`src/rtl/core/nearest_equivalent_orientation_defines.svh`:
```
// Assertion macros for the nearest equivalent orientation block.
`ifndef NEAREST_EQUIVALENT_ORIENTATION_DEFINES_SVH
`define NEAREST_EQUIVALENT_ORIENTATION_DEFINES_SVH

`ifndef SYNTH

// Same-cycle implication, disabled during reset.
`define NEO_ASSERT_IMP(lbl, clk, rst_n, a, b) \
    lbl: assert property (@(posedge clk) disable iff (!rst_n) (a) |-> (b)) \
        else $error("neo: same-cycle check failed");

// Next-cycle implication, disabled during reset.
`define NEO_ASSERT_NXT(lbl, clk, rst_n, a, b) \
    lbl: assert property (@(posedge clk) disable iff (!rst_n) (a) |=> (b)) \
        else $error("neo: next-cycle check failed");

`else

`define NEO_ASSERT_IMP(lbl, clk, rst_n, a, b)
`define NEO_ASSERT_NXT(lbl, clk, rst_n, a, b)

`endif

`endif

```
`src/rtl/core/neo_pkg.sv`:
```
package neo_pkg;

    // Angle widths: Q4.27 inputs, reduced angles stay inside (-2^30, 2^30)
    localparam int ANG_W = 32;
    localparam int RED_W = 31;

    // 2*pi in Q4.27, rounded to nearest
    localparam logic signed [RED_W-1:0] TWO_PI_Q27 = 31'sd843314857;

    // Load enables for the two reduction stages
    typedef struct packed {
        logic s1;
        logic s2;
    } reduce_en_t;

endpackage

```
`src/rtl/core/neo_reduce.sv`:
```
// Two-stage truncating reduction of one angle modulo 2*pi.
module neo_reduce (
    input  logic                                  clk,
    input  neo_pkg::reduce_en_t                   en,
    input  logic signed [neo_pkg::ANG_W-1:0]      ang,
    output logic signed [neo_pkg::RED_W-1:0]      red
);

    localparam logic signed [neo_pkg::ANG_W-1:0] TWO_PI_W =
        neo_pkg::ANG_W'(neo_pkg::TWO_PI_Q27);

    logic signed [neo_pkg::ANG_W-1:0] step1_reg;
    logic signed [neo_pkg::ANG_W-1:0] step1_next;
    logic signed [neo_pkg::ANG_W-1:0] step2_full;
    logic signed [neo_pkg::RED_W-1:0] red_reg;

    // One step: pull the value toward zero by 2*pi, keeping its sign
    function automatic logic signed [neo_pkg::ANG_W-1:0] wrap_step(
        input logic signed [neo_pkg::ANG_W-1:0] x
    );
        logic signed [neo_pkg::ANG_W-1:0] r;
        begin
            r = x;
            if (!x[neo_pkg::ANG_W-1] && (x >= TWO_PI_W))
            begin
                r = x - TWO_PI_W;
            end
            else if (x[neo_pkg::ANG_W-1] && (x <= -TWO_PI_W))
            begin
                r = x + TWO_PI_W;
            end
            return r;
        end
    endfunction

    assign step1_next = wrap_step(ang);
    assign step2_full = wrap_step(step1_reg);

    // First step
    always_ff @(posedge clk)
    begin
        if (en.s1)
        begin
            step1_reg <= step1_next;
        end
    end

    // Second step; the result now fits the narrow width
    always_ff @(posedge clk)
    begin
        if (en.s2)
        begin
            red_reg <= step2_full[neo_pkg::RED_W-1:0];
        end
    end

    assign red = red_reg;

endmodule

```
`config.mk`:
```
export PLATFORM = sky130hd
export DESIGN_NAME = neo_reduce
export DESIGN_NICKNAME = d
export VERILOG_FILES = /design/src/rtl/core/nearest_equivalent_orientation_defines.svh /design/src/rtl/core/neo_pkg.sv /design/src/rtl/core/neo_reduce.sv
export SDC_FILE = /design/constraint.sdc
export NUM_CORES = 1
export LEC_CHECK = 0
export BUFFER_PORTS_ARGS = -buffer_cell sky130_fd_sc_hd__buf_4
export CORE_UTILIZATION = 44
export DETAILED_ROUTE_END_ITERATION = 10
export MAX_ROUTING_LAYER = met4
export SLEW_MARGIN = 10
export SYNTH_ARGS = -nofsm -noshare
export SYNTH_HDL_FRONTEND = slang
export SYNTH_SLANG_ARGS = --single-unit
```
`constraint.sdc`:
```
create_clock -name clk -period 3.6 [get_ports clk]
set_clock_uncertainty 0.2 [all_clocks]
set_input_delay 0.36 -clock clk [delete_from_list [all_inputs] [get_ports clk]]
set_output_delay 0.36 -clock clk [all_outputs]
set_load 0.05 [all_outputs]
```
==> Yosys cells after proc, flatten, opt, wreduce, memory -nomap -nowiden <==
Index checks and enable logic that the tools add are counted.
{ "word_totals": {"reg_bits": 63, "inputBits": 35, "output_inout_bits": 31, "word_cells": 20} }
{ "op_classes": {"n_addsub": 4, "magnitude_cmp": 4, "muxes": 4, "reduce_logical": 6} }
{ "ops": {"columns": ["cell", "count"], "rows": [
  ["$ge 32x31->1 const B", 2],
  ["$le 32x31->1 const B", 2],
  ["$mux 32", 2],
  ["$mux 31", 2],
  ["$add 32x31->32 const B", 1],
  ["$sub 32x31->32 const B", 1],
  ["$add 31x31->31 const B", 1],
  ["$sub 31x31->31 const B", 1],
  ["$logic_and 1x1->1", 4],
  ["$logic_not 1->1", 2]
]} }

==> Depth between registers and ports, before layout <==
Gate-level depths: netlist of run 1.
{ "logic_depth": {"ltp_word": 4, "mapped_depth": 11, "mapped_depth_nobuf": 9} }

==> Worst setup path before layout of run 1 <==
No wires, ideal clock.
{ "synth_timing": {"path_type": "input port to flip-flop", "from": "input ang[22] (netlist name)", "to": "register step1_reg[23] (netlist name) (data pin)", "setup_ps": 259, "t_arrival_ps": 2350, "t_required_ps": 3141, "setup_slack_ps": 791, "stages": 8, "n_path_buf": 2, "cell_sequence": "clkbuf_1 -> or4_1 -> or4_4 -> nor4_4 -> a31oi_2 -> buf_6 -> o22a_1 -> xnor2_1"} }
{ "synth_via": {"elab_chain_len": 4, "word_cells_on_any_way": 8, "cone_classes": "add/sub: 2; order compare: 2; mux: 2; reduce/logical: 2"} }
{ "synth_lines": {"columns": ["element", "line_no", "rtl"], "rows": [
  ["from (decl)", "neo_reduce.sv:5", "input logic signed [neo_pkg::ANG_W-1:0] ang,"],
  ["$le 32x31->1", "neo_reduce.sv:28", "else if (x[neo_pkg::ANG_W-1] && (x <= -TWO_PI_W))"],
  ["$logic_and 1x1->1", "neo_reduce.sv:28", null],
  ["$mux 32", "neo_reduce.sv:28", null],
  ["$mux 32 *", "neo_reduce.sv:24", "if (!x[neo_pkg::ANG_W-1] && (x >= TWO_PI_W))"],
  ["named net step1_next, one bit", "neo_reduce.sv:13", "logic signed [neo_pkg::ANG_W-1:0] step1_next;"],
  ["to (signal assigned)", "neo_reduce.sv:44", "step1_reg <= step1_next;"],
  ["to (decl)", "neo_reduce.sv:12", "logic signed [neo_pkg::ANG_W-1:0] step1_reg;"]
]} }
Mark *: on every way through the listed nets, which the timed path passes. The rest lies on a longest branch.
A chain may end at the register's enable or synchronous reset.

==> Worst setup path in the final report of run 1 <==
{ "layout_timing": {"from": "register step1_reg[21] (netlist name)", "to": "register red_reg (netlist bit red[17]) (data pin)"} }
{ "layout_via": {"elab_chain_len": 4, "word_cells_on_any_way": 6, "cone_classes": "order compare: 2; mux: 2; reduce/logical: 2"} }
{ "layout_lines": {"columns": ["element", "line_no", "rtl"], "rows": [
  ["$le 32x31->1", "neo_reduce.sv:28", null],
  ["$logic_and 1x1->1", "neo_reduce.sv:28", null],
  ["$mux 31", "neo_reduce.sv:28", null],
  ["$mux 31 *", "neo_reduce.sv:24", null],
  ["named net step2_full, one bit", "neo_reduce.sv:14", "logic signed [neo_pkg::ANG_W-1:0] step2_full;"],
  ["to (signal assigned)", "neo_reduce.sv:53", "red_reg <= step2_full[neo_pkg::RED_W-1:0];"],
  ["to (decl)", "neo_reduce.sv:15", "logic signed [neo_pkg::RED_W-1:0] red_reg;"]
]} }
Marks and branches as above.

==> reports/results.ini, run 1 <==
[status]
status=completed

[detailed_routing]
totalWireLength_um=13300
vias=4546
routedWlPerCell_um=17.9
drc=0
ant_nets=0
dr.pass1.iters=5
dr.first_iter.drc_count=252
routed_via_density=6.12

[layout]
regArea_um2=1890
nFillCells=1037
final_util=0.534
largest_reg_flops=32
finalNetCount=640
n_antenna_cell=0
drive_gt1_frac=0.186
multiInputGateArea_um2=2930
final_cells=743
syn2layout_area_growth_pct=15.9
postLayoutCellArea_um2=5890

[pwr]
p_clk_frac=0.300
switching_share=0.345
p_int_mw=1.91
power_per_cell_area_nw_per_um2=495
ir_drop_v=0.000373
comb_power_share=0.327
leakagePower_nw=2.19
p_seq_frac=0.373
p_sw_mw=1.01

[critical_path]
end_kind=flop
critPathMaxFanout=27
cpPeakStageDelay_ns=0.69
rr_worst_depth=7
start_kind=flop
crit_path_cell_trace=or4_1, nor4b_1, o31ai_2, buf_4, nand2b_1, o31ai_1, xor2_1
r2r-start=step1_reg[21]
critPathKind=reg2reg
cp.required_ns=3.46
cp.arrival_ns=3.03
reg2reg_slack_ns=0.43
slowest_stage=or4_1
cp_top_family=simple AND/OR/NAND/NOR gates
timing.rr.end=red[17]
cp_num_buf_inv=1

[floorplan]
die_h_um=109
die_x_um=109
die_area_um2=12000
rows=38
core_area_um2=11000
io-pin-count=66
start_util=0.461

[min_path]
worstHoldStart=ang[20]
holdPathStages=2
holdPathEnd=step1_reg[20]
hold_class=in2reg

[sta]
max_freq_mhz=315
finalCritPeriodShare=0.881
slew_headroom=0.225
timing.final.crit_period_ns=3.17
hold_viol_final=0
rsz0062_at_grt=false
setup_viol=0
worst_pin_slew_ns=1.16
drv_slew=0
setup_tns_ns=0
fin_ws_ns=0.430

[placed_design]
pre_cts_ws_ns=0.420
gp_congestion=0.940
dpl_cell_area_um2=5590
hpwl_um=9860
dp_cells=728
io_buffer_count=65

[clock_network]
clk_pin_slew_ns=0.05
clockRootBuffer=clkbuf_16
cts_setup_buffers=0
cts_max_path_buffers=2
clock-sinks=63
clk_latency_ns=0.33
cts_htree_levels=3
cts_buffers=9
cts_tree=built
post_cts_resized=0
hold_buffers=0

[global_route]
grt.total_usage=0.239
grtUsageMet2=0.375
globalRouteMet3Util=0.0279
gr-usage-met1=0.312
grt_pass1_wl_um=21300
grt_max_degree=33
overflow=0
grt_pass1_vias=4165
busiest_layer=met2
antenna_found_initial=0

[yosys]
ys_ff_latch=63
synthDistinctLibCells=77
synthCells=561
synthesis.nets=602
netlist_top_cells_area=edfxtp_1 37%, xnor2_1 5.3%, xor2_1 5.0%
synth_enable_flop_cells=63
async_reset_ff_frac=0
yosysWarnings=0
yosysSeqAreaShare=0.372
synth_top_area_frac=0.372
synth_area_um2=5080
avgSynthCellArea_um2=9.06
synth_top_flop_cell=edfxtp_1
synth_area_leader_cell=edfxtp_1

[job]
drv_cap=0

[cells by family after synthesis]
logic type / after synthesis / synth area share
compound gates: 181 / 0.254
xor+xnor: 60 / 0.103
fa+ha+maj: 6 / 0.0148
buf+inv: 60 / 0.0515
flops: 63 / 0.372
simple gates: 191 / 0.204
[metal layers]
metal / wire [um] / up-vias
li1: - / 2200
met1: 6010 / 2138
met2: 6230 / 184
met3: 706 / 24
met4: 316 / 0
met5: 0 / -
[power groups by stage]
stage               Clock (mW)  Sequential [mW]  Combinational, mW
detailed placement           0             1.10              0.947
CTS                      0.894             1.09              0.953
finish                   0.874             1.09              0.956
floorplan                    0             1.27              0.504
global placement             0             1.10              0.940
global route             0.924             1.11               1.03
[worst max-delay path by stage]
stage	from	to	slack, ns	depth (start not counted)
after floorplan	ang[22]	step1_reg[23]	0.79	8
after global placement	step1_reg[21]	red[17]	0.43	7
after detailed placement	ang[28]	step1_reg[14]	0.42	8
after CTS	step1_reg[21]	red[17]	0.44	7
after global routing	step1_reg[20]	red[17]	0.23	7
final	step1_reg[21]	red[17]	0.43	7
[Yosys cell counts, drive strengths merged (5+ instances only)]
cell and number:
nand2 37, o21a 13, o22ai 13, ha 6
inv 17, nor2b 5, a21o 9, buf 14
a31oi 12, a21oi 36, xor2 29, or2 6
nand3 12, o32ai 5, edfxtp 63, nor4 9
o21ai 37, nand4 11, xnor2 31, nor3 16
nor2 46, and2 5, or4 9, and3 9
clkbuf 29, nand2b 9, o2bb2ai 5, o31ai 8
[worst reg2reg max path, stage by stage (launching register included)]
cell and delay [ns]:
edfxtp_1 0.47, or4_1 0.69, nor4b_1 0.53, o31ai_2 0.18
buf_4 0.25, nand2b_1 0.22, o31ai_1 0.25, xor2_1 0.11
[cells in the final DEF (no fill, tap or decap), types with 11 or more instances in the layout]
master    count
xnor2_1      31
nand3_1      12
xor2_1       29
a21oi_1      36
nand2_1      37
nand4_1      11
o21ai_0      34
nor3_1       16
nor2_1       45
o21a_1       13
buf_4        70
inv_1        16
a31oi_1      11
edfxtp_1     63
[stage by stage]
| step | total power, mW | hold WS, ns |
|---|---|---|
| after floorplan | 1.77 | 0.272 |
| after global placement | 2.04 | 0.436 |
| after detailed placement | 2.05 | 0.431 |
| after CTS | 2.93 | 0.144 |
| after global routing | 3.06 | 0.163 |
| final | 2.92 | 0.152 |
[final cells by class]
type / count / area share
Clock buffer: 9 / 0.0382
Multi-Input combinational cell: 438 / 0.498
Inverter: 17 / 0.0108
Clock inverter: 6 / 0.0130
Sequential cell: 63 / 0.321
Timing Repair Buffer: 70 / 0.0892
Tap cell: 140 / 0.0297
Power figures use the tool's default switching activity.
==> run 2: changes to the inputs <==
--- a/config.mk
+++ b/config.mk
@@ -5,6 +5,7 @@
 export SDC_FILE = /design/constraint.sdc
 export NUM_CORES = 1
 export LEC_CHECK = 0
+export ABC_AREA = 1
 export BUFFER_PORTS_ARGS = -buffer_cell sky130_fd_sc_hd__buf_4
 export CORE_UTILIZATION = 44
 export DETAILED_ROUTE_END_ITERATION = 10
==> run 2 against run 1 <==
Register-to-register slack improved by 0.27 ns. Routed wire length rose by 140%. Final cell count rose to 2.5 times the previous value. First-iteration DRC count rose to 4.0 times the previous value. Clock-buffer cell count rose by 1. Critical path type unchanged. Largest cell class unchanged.
==> reports/results.ini, run 2 <==
[status]
status=completed

[sta]
worst_pin_slew_ns=0.652  ; -0.507 ns
setup_viol=0  ; unchanged
timing.final.crit_period_ns=2.90  ; -0.275 ns
drv_slew=0  ; unchanged
slew_headroom=0.564  ; +0.339
hold_ws_ns=0.211  ; +0.0587 ns
finalCritPeriodShare=0.804  ; -0.0763
setup_tns_ns=0  ; unchanged
max_freq_mhz=345  ; +9.5%
rsz0062_at_grt=false
fin_ws_ns=0.704  ; +0.275 ns
hold_viol_final=0  ; unchanged

[min_path]
worstHoldStart=ang[30]
holdPathStages=3  ; +1
holdPathEnd=step1_reg[30]
hold_class=in2reg

[pwr]
power_per_cell_area_nw_per_um2=356  ; -28%
leakagePower_nw=4.89  ; +120%
ir_drop_v=0.000233  ; -37%

[layout]
final_common_cell=nand2_1
n_antenna_cell=0  ; unchanged
final_cells=1876  ; +150%
drive_gt1_frac=0.106  ; -0.0802
finalNetCount=1647  ; +160%
largest_reg_flops=32  ; unchanged
syn2layout_area_growth_pct=8.96
postLayoutCellArea_um2=9540  ; +62%
final_cell_mix=693 x nand2_1, 184 x nand3_1, 175 x nor2_1

[yosys]
synthesis.nets=1622  ; +170%
ys_ff_latch=63  ; unchanged
yosysSeqAreaShare=0.216  ; -0.156
yosysWarnings=0  ; unchanged
synth_area_leader_cell=nand2_1
synth_enable_flop_cells=63  ; unchanged
yosysMostFrequentCell=nand2_1
synth_area_um2=8750  ; +72%
synthDistinctLibCells=38  ; -51%
synth_top_flop_cell=edfxtp_1
synth_commonest_cells=693 x nand2_1, 184 x nand3_1, 175 x nor2_1, 120 x inv_1, 63 x edfxtp_1
netlist_top_cells_area=nand2_1 30%, edfxtp_1 22%, nand3_1 11%
async_reset_ff_frac=0  ; unchanged
avgSynthCellArea_um2=5.54  ; -39%
synth_top_area_frac=0.297  ; -0.0751
synthCells=1581  ; +180%

[placed_design]
dp_cells=1860  ; +160%
gp_congestion=1.07  ; +14%
io_buffer_count=65  ; unchanged
hpwl_um=25600  ; +160%
dpl_cell_area_um2=9250  ; +65%
pre_cts_ws_ns=0.738  ; +0.318 ns

[global_route]
grt_max_degree=33  ; unchanged
grt.total_usage=0.322  ; +0.0827
grt_pass1_vias=9256  ; +120%
grt_pass1_wl_um=48500  ; +130%
overflow=0  ; unchanged
antenna_found_initial=0  ; unchanged

[critical_path]
reg2reg_slack_ns=0.70  ; +0.27 ns
timing.rr.end=red[1]
end_kind=flop
critPathMaxFanout=19  ; -30%
cp.arrival_ns=2.79  ; -0.24 ns
r2r-start=step1_reg[0]
cp.required_ns=3.49  ; +0.03 ns
critPathKind=reg2reg
rr_worst_depth=14  ; +7
start_kind=flop

[floorplan]
die_x_um=143  ; +31%
die_h_um=143  ; +31%
io-pin-count=66  ; unchanged
rows=51  ; +34%
start_util=0.450  ; -0.0110
die_area_um2=20500  ; +71%
core_area_um2=19500  ; +76%

[clock_network]
cts_max_path_buffers=2  ; unchanged
cts_tree=built
cts_setup_buffers=0  ; unchanged
clk_latency_ns=0.33  ; about the same
hold_buffers=0  ; unchanged
clockRootBuffer=clkbuf_16
clk_pin_slew_ns=0.06  ; about the same
post_cts_resized=0  ; unchanged
cts_buffers=9  ; unchanged
clock-sinks=63  ; unchanged
cts_htree_levels=3  ; unchanged

[detailed_routing]
drc=0  ; unchanged
dr.pass1.iters=6  ; +1
routed_via_density=5.30  ; -13%
dr.first_iter.drc_count=1002  ; +300%
routedWlPerCell_um=16.7  ; -6.3%
totalWireLength_um=31400  ; +140%
ant_nets=0  ; unchanged
vias=9951  ; +120%

[job]
drv_cap=0  ; unchanged

## run 2: changes by cell type in the layout (fill, tap and decap cells not counted), sizes merged, moves of 26 or more
| cell | change |
|---|---|
| xor2 | +26 |
| nand2 | +670 |
| nor2 | +149 |
| inv | +137 |
| xnor2 | -31 |
| nand3 | +174 |
## run 2: worst max-delay path by stage
stage,startpoint,endpoint,slack [ns],depth (start not counted)
after floorplan,step1_reg[0],red[13],1.37,14
after global routing,step1_reg[1],red[1],0.45,14
after global placement,ang[0],step1_reg[19],0.80,15
after detailed placement,ang[0],step1_reg[30],0.74,14
final,step1_reg[0],red[1],0.70,14
after CTS,step1_reg[0],red[1],0.73,14
## run 2: through the flow
step / power, mW / utilization
2_1_floorplan: 2.12 / -
3_3_place_gp: 2.52 / 0.475
3_5_place_dp: 2.53 / 0.475
4_1_cts: 3.39 / 0.490
5_1_grt: 3.61 / 0.490
6_report: 3.40 / 0.490
## run 2: layout make-up
type	instances	area (um2)
clock buffers	10	229
clock inverters	6	61.3
fillers	2123	9920
inverters	157	591
multi-input cells	1296	5840
flip-flops and latches	63	1890
well taps	265	332
repair buffers	79	593
## run 2: power by group
part,total [mW],switching (mW),internal (mW)
Sequential,1.05,0.102,0.952
Combinational,1.48,1.05,0.435
Clock,0.862,0.329,0.533
Total,3.40,1.48,1.92
## run 2: cell families after synthesis
| logic type | count (synthesis) | synth area share |
|---|---|---|
| AO/OA/AOI/OAI | 94 | 0.0582 |
| XOR/XNOR | 55 | 0.0550 |
| AND/OR/NAND/NOR | 1141 | 0.545 |
| buffers and inverters | 222 | 0.117 |
| adder cells (fa/ha/maj) | 6 | 0.00858 |
| flip-flops | 63 | 0.216 |
## run 2: critical path: stages, from the launching register on
cell and delay, ns:
edfxtp_1 0.42, inv_1 0.12, ha_1 0.27, o21ai_1 0.23, nand2_1 0.08, nand2_1 0.08
nand2_1 0.05, nand2_1 0.17, nand2_1 0.09, nand2_2 0.25, nand2_2 0.21, clkinv_2 0.26
nor2_1 0.09, nand2_1 0.09, nand2_1 0.05
## run 2: layer usage
metal / vias to the layer above / part of all wire / GRT usage
li1: 5051 / - / -
met1: 4445 / 0.41 / 0.369
met2: 377 / 0.50 / 0.571
met3: 78 / 0.046 / 0.0235
met4: 0 / 0.046 / 0.148
met5: - / 0 / -
==> run 3: changes to the inputs <==
==> constraint.sdc (replaced) <==
create_clock -name clk -period 2.75 [get_ports clk]
set_clock_uncertainty 0.2 [all_clocks]
set_input_delay 0.275 -clock clk [delete_from_list [all_inputs] [get_ports clk]]
set_output_delay 0.275 -clock clk [all_outputs]
set_load 0.05 [all_outputs]
==> run 3 against run 2 <==
Critical path type unchanged. Combinational power is 36% higher. Global-route usage is essentially flat. Die area unchanged. Critical endpoint is now red[29]. Routed wire length down 2.1%. Sequential power grew 30%. Register-to-register slack lost 0.52 ns. Sequential cell count did not move. Fmax rose by 13%. Via count is 1.1% higher. Total power increased by 33%.
==> reports/results.ini, run 3 (synthesis results as in run 2) <==
[layout]
syn2layout_area_growth_pct=12.1
multiInputGateArea_um2=5840  ; about the same
postLayoutCellArea_um2=9810  ; +2.9%
final_cell_mix=693 x nand2_1, 184 x nand3_1, 175 x nor2_1
n_antenna_cell=0  ; unchanged
drive_gt1_frac=0.123  ; +0.0175
finalNetCount=1678  ; +1.9%
final_util=0.504  ; +0.0141
regArea_um2=1890  ; unchanged
nFillCells=2136  ; +0.61%
final_common_cell=nand2_1
final_cells=1907  ; +1.7%
largest_reg_flops=32  ; unchanged

[sta]
drv_slew=0  ; unchanged
finalCritPeriodShare=0.932  ; +0.128
hold_viol_final=0  ; unchanged
timing.final.crit_period_ns=2.56  ; -0.332 ns
setup_tns_ns=0  ; unchanged
slew_headroom=0.617  ; +0.0530
rsz0062_at_grt=false
max_freq_mhz=390  ; +13%
worst_pin_slew_ns=0.572  ; -0.0799 ns
setup_viol=0  ; unchanged

[critical_path]
critPathKind=reg2reg
critPathMaxFanout=6  ; -13
cp.required_ns=2.65  ; -0.84 ns
reg2reg_slack_ns=0.19  ; -0.52 ns
end_kind=flop
timing.rr.end=red[29]
crit_path_cell_trace=inv_1, nor3_1, nand3_1, o21ai_1, nand3_1, nand3_1, nand2_1, nand2_1, nand2_1
rr_worst_depth=9  ; -5
cp.arrival_ns=2.47  ; -0.32 ns
start_kind=flop
slowest_stage=edfxtp_1
r2r-start=step1_reg[12]
cpPeakStageDelay_ns=0.52  ; +0.10 ns

[detailed_routing]
dr.pass1.iters=6  ; unchanged
vias=10100  ; +1.1%
routedWlPerCell_um=16.1  ; -3.7%
drc=0  ; unchanged
dr.first_iter.drc_count=713  ; -29%
routed_via_density=5.27  ; -0.57%
ant_nets=0  ; unchanged
totalWireLength_um=30700  ; -2.1%

[placed_design]
gp_congestion=1.08  ; +0.63%
hpwl_um=25400  ; -0.56%
dpl_cell_area_um2=9520  ; +2.9%
dp_cells=1891  ; +1.7%
io_buffer_count=65  ; unchanged

[pwr]
power_per_cell_area_nw_per_um2=460  ; +29%
ir_drop_v=0.000302  ; +29%
comb_power_share=0.446  ; +0.010
power_mw=4.51  ; +33%
leakagePower_nw=5.06  ; +3.4%
p_seq_frac=0.303  ; -0.007
p_clk_frac=0.251  ; -0.003
p_int_mw=2.57  ; +34%
p_sw_mw=1.94  ; +31%
switching_share=0.430  ; -0.00550

[floorplan]
die_h_um=143  ; unchanged
die_x_um=143  ; unchanged
io-pin-count=66  ; unchanged
rows=51  ; unchanged
start_util=0.450  ; unchanged
core_area_um2=19500  ; unchanged
die_area_um2=20500  ; unchanged

[min_path]
holdPathEnd=step1_reg[0]
holdPathStages=3  ; unchanged
hold_class=in2reg
worstHoldStart=ang[0]

[clock_network]
clockRootBuffer=clkbuf_16
cts_tree=built
clock-sinks=63  ; unchanged
hold_buffers=0  ; unchanged
cts_max_path_buffers=2  ; unchanged
clk_latency_ns=0.34  ; about the same
cts_buffers=9  ; unchanged
clk_pin_slew_ns=0.06  ; about the same
cts_htree_levels=3  ; unchanged

[global_route]
overflow=0  ; unchanged
grt_pass1_vias=9645  ; +4.2%
antenna_found_initial=0  ; unchanged
grt_pass1_wl_um=49000  ; +0.94%
grt_max_degree=33  ; unchanged
grt.total_usage=0.322  ; about the same

[status]
status=completed

[job]
drv_cap=0  ; unchanged

[run 3: cell count changes in the layout (fill, tap and decap cells not counted), sizes merged]
| cell | previous run | this run |
|---|---|---|
| buf | 79 | 110 |
[run 3: area by class of cell]
class	instances	share of cell area
Sequential cell	63	0.193
Clock inverter	6	0.00625
Timing Repair Buffer	110	0.0880
Inverter	157	0.0602
Multi-Input combinational cell	1296	0.596
Clock buffer	10	0.0233
Tap cell	265	0.0338
[run 3: how the worst max path moves through the flow]
stage,startpoint,to,depth (start not counted)
final,step1_reg[12],red[29],9
after global routing,step1_reg[0],red[18],13
after CTS,step1_reg[0],red[18],13
after detailed placement,step1_reg[0],red[18],14
after global placement,step1_reg[0],red[18],14
after floorplan,step1_reg[0],red[13],14
[run 3: worst max-delay path, delay by kind of cell, from the launching register on]
family,cells,cell delay [ns]
compound gates,1,0.34
simple gates,7,1.09
flops,1,0.52
buf+inv,1,0.17
[run 3: power groups by stage]
stage | registers [mW] | logic (mW) | clock network (mW)
final | 1.37 | 2.01 | 1.13
after floorplan | 1.59 | 1.19 | 0
after detailed placement | 1.38 | 1.99 | 0
after global placement | 1.38 | 1.98 | 0
after global routing | 1.39 | 2.24 | 1.18
after CTS | 1.36 | 1.99 | 1.15
[run 3: what timing repair did]
item,in CTS,in global routing
buffers inserted,0,0
setup endpoints to repair,0,4
resized for setup,0,1
[run 3: metrics by stage]
step	hold slack (ns)	worst slack, ns
floorplan	0.187	0.516
global placement	0.444	0.173
detailed placement	0.461	0.193
CTS	0.109	0.194
global route	0.121	0.00760
finish	0.116	0.186
[run 3: per-layer routing]
layer  vias up  share of wire  wire, um  global-route usage
li1       5108              -         -                   -
met1      4448           0.41     12500               0.363
met2       393           0.48     14800               0.552
met3       109          0.047      1450              0.0262
met4         0          0.065      1990               0.204
met5         -              0         0                   -
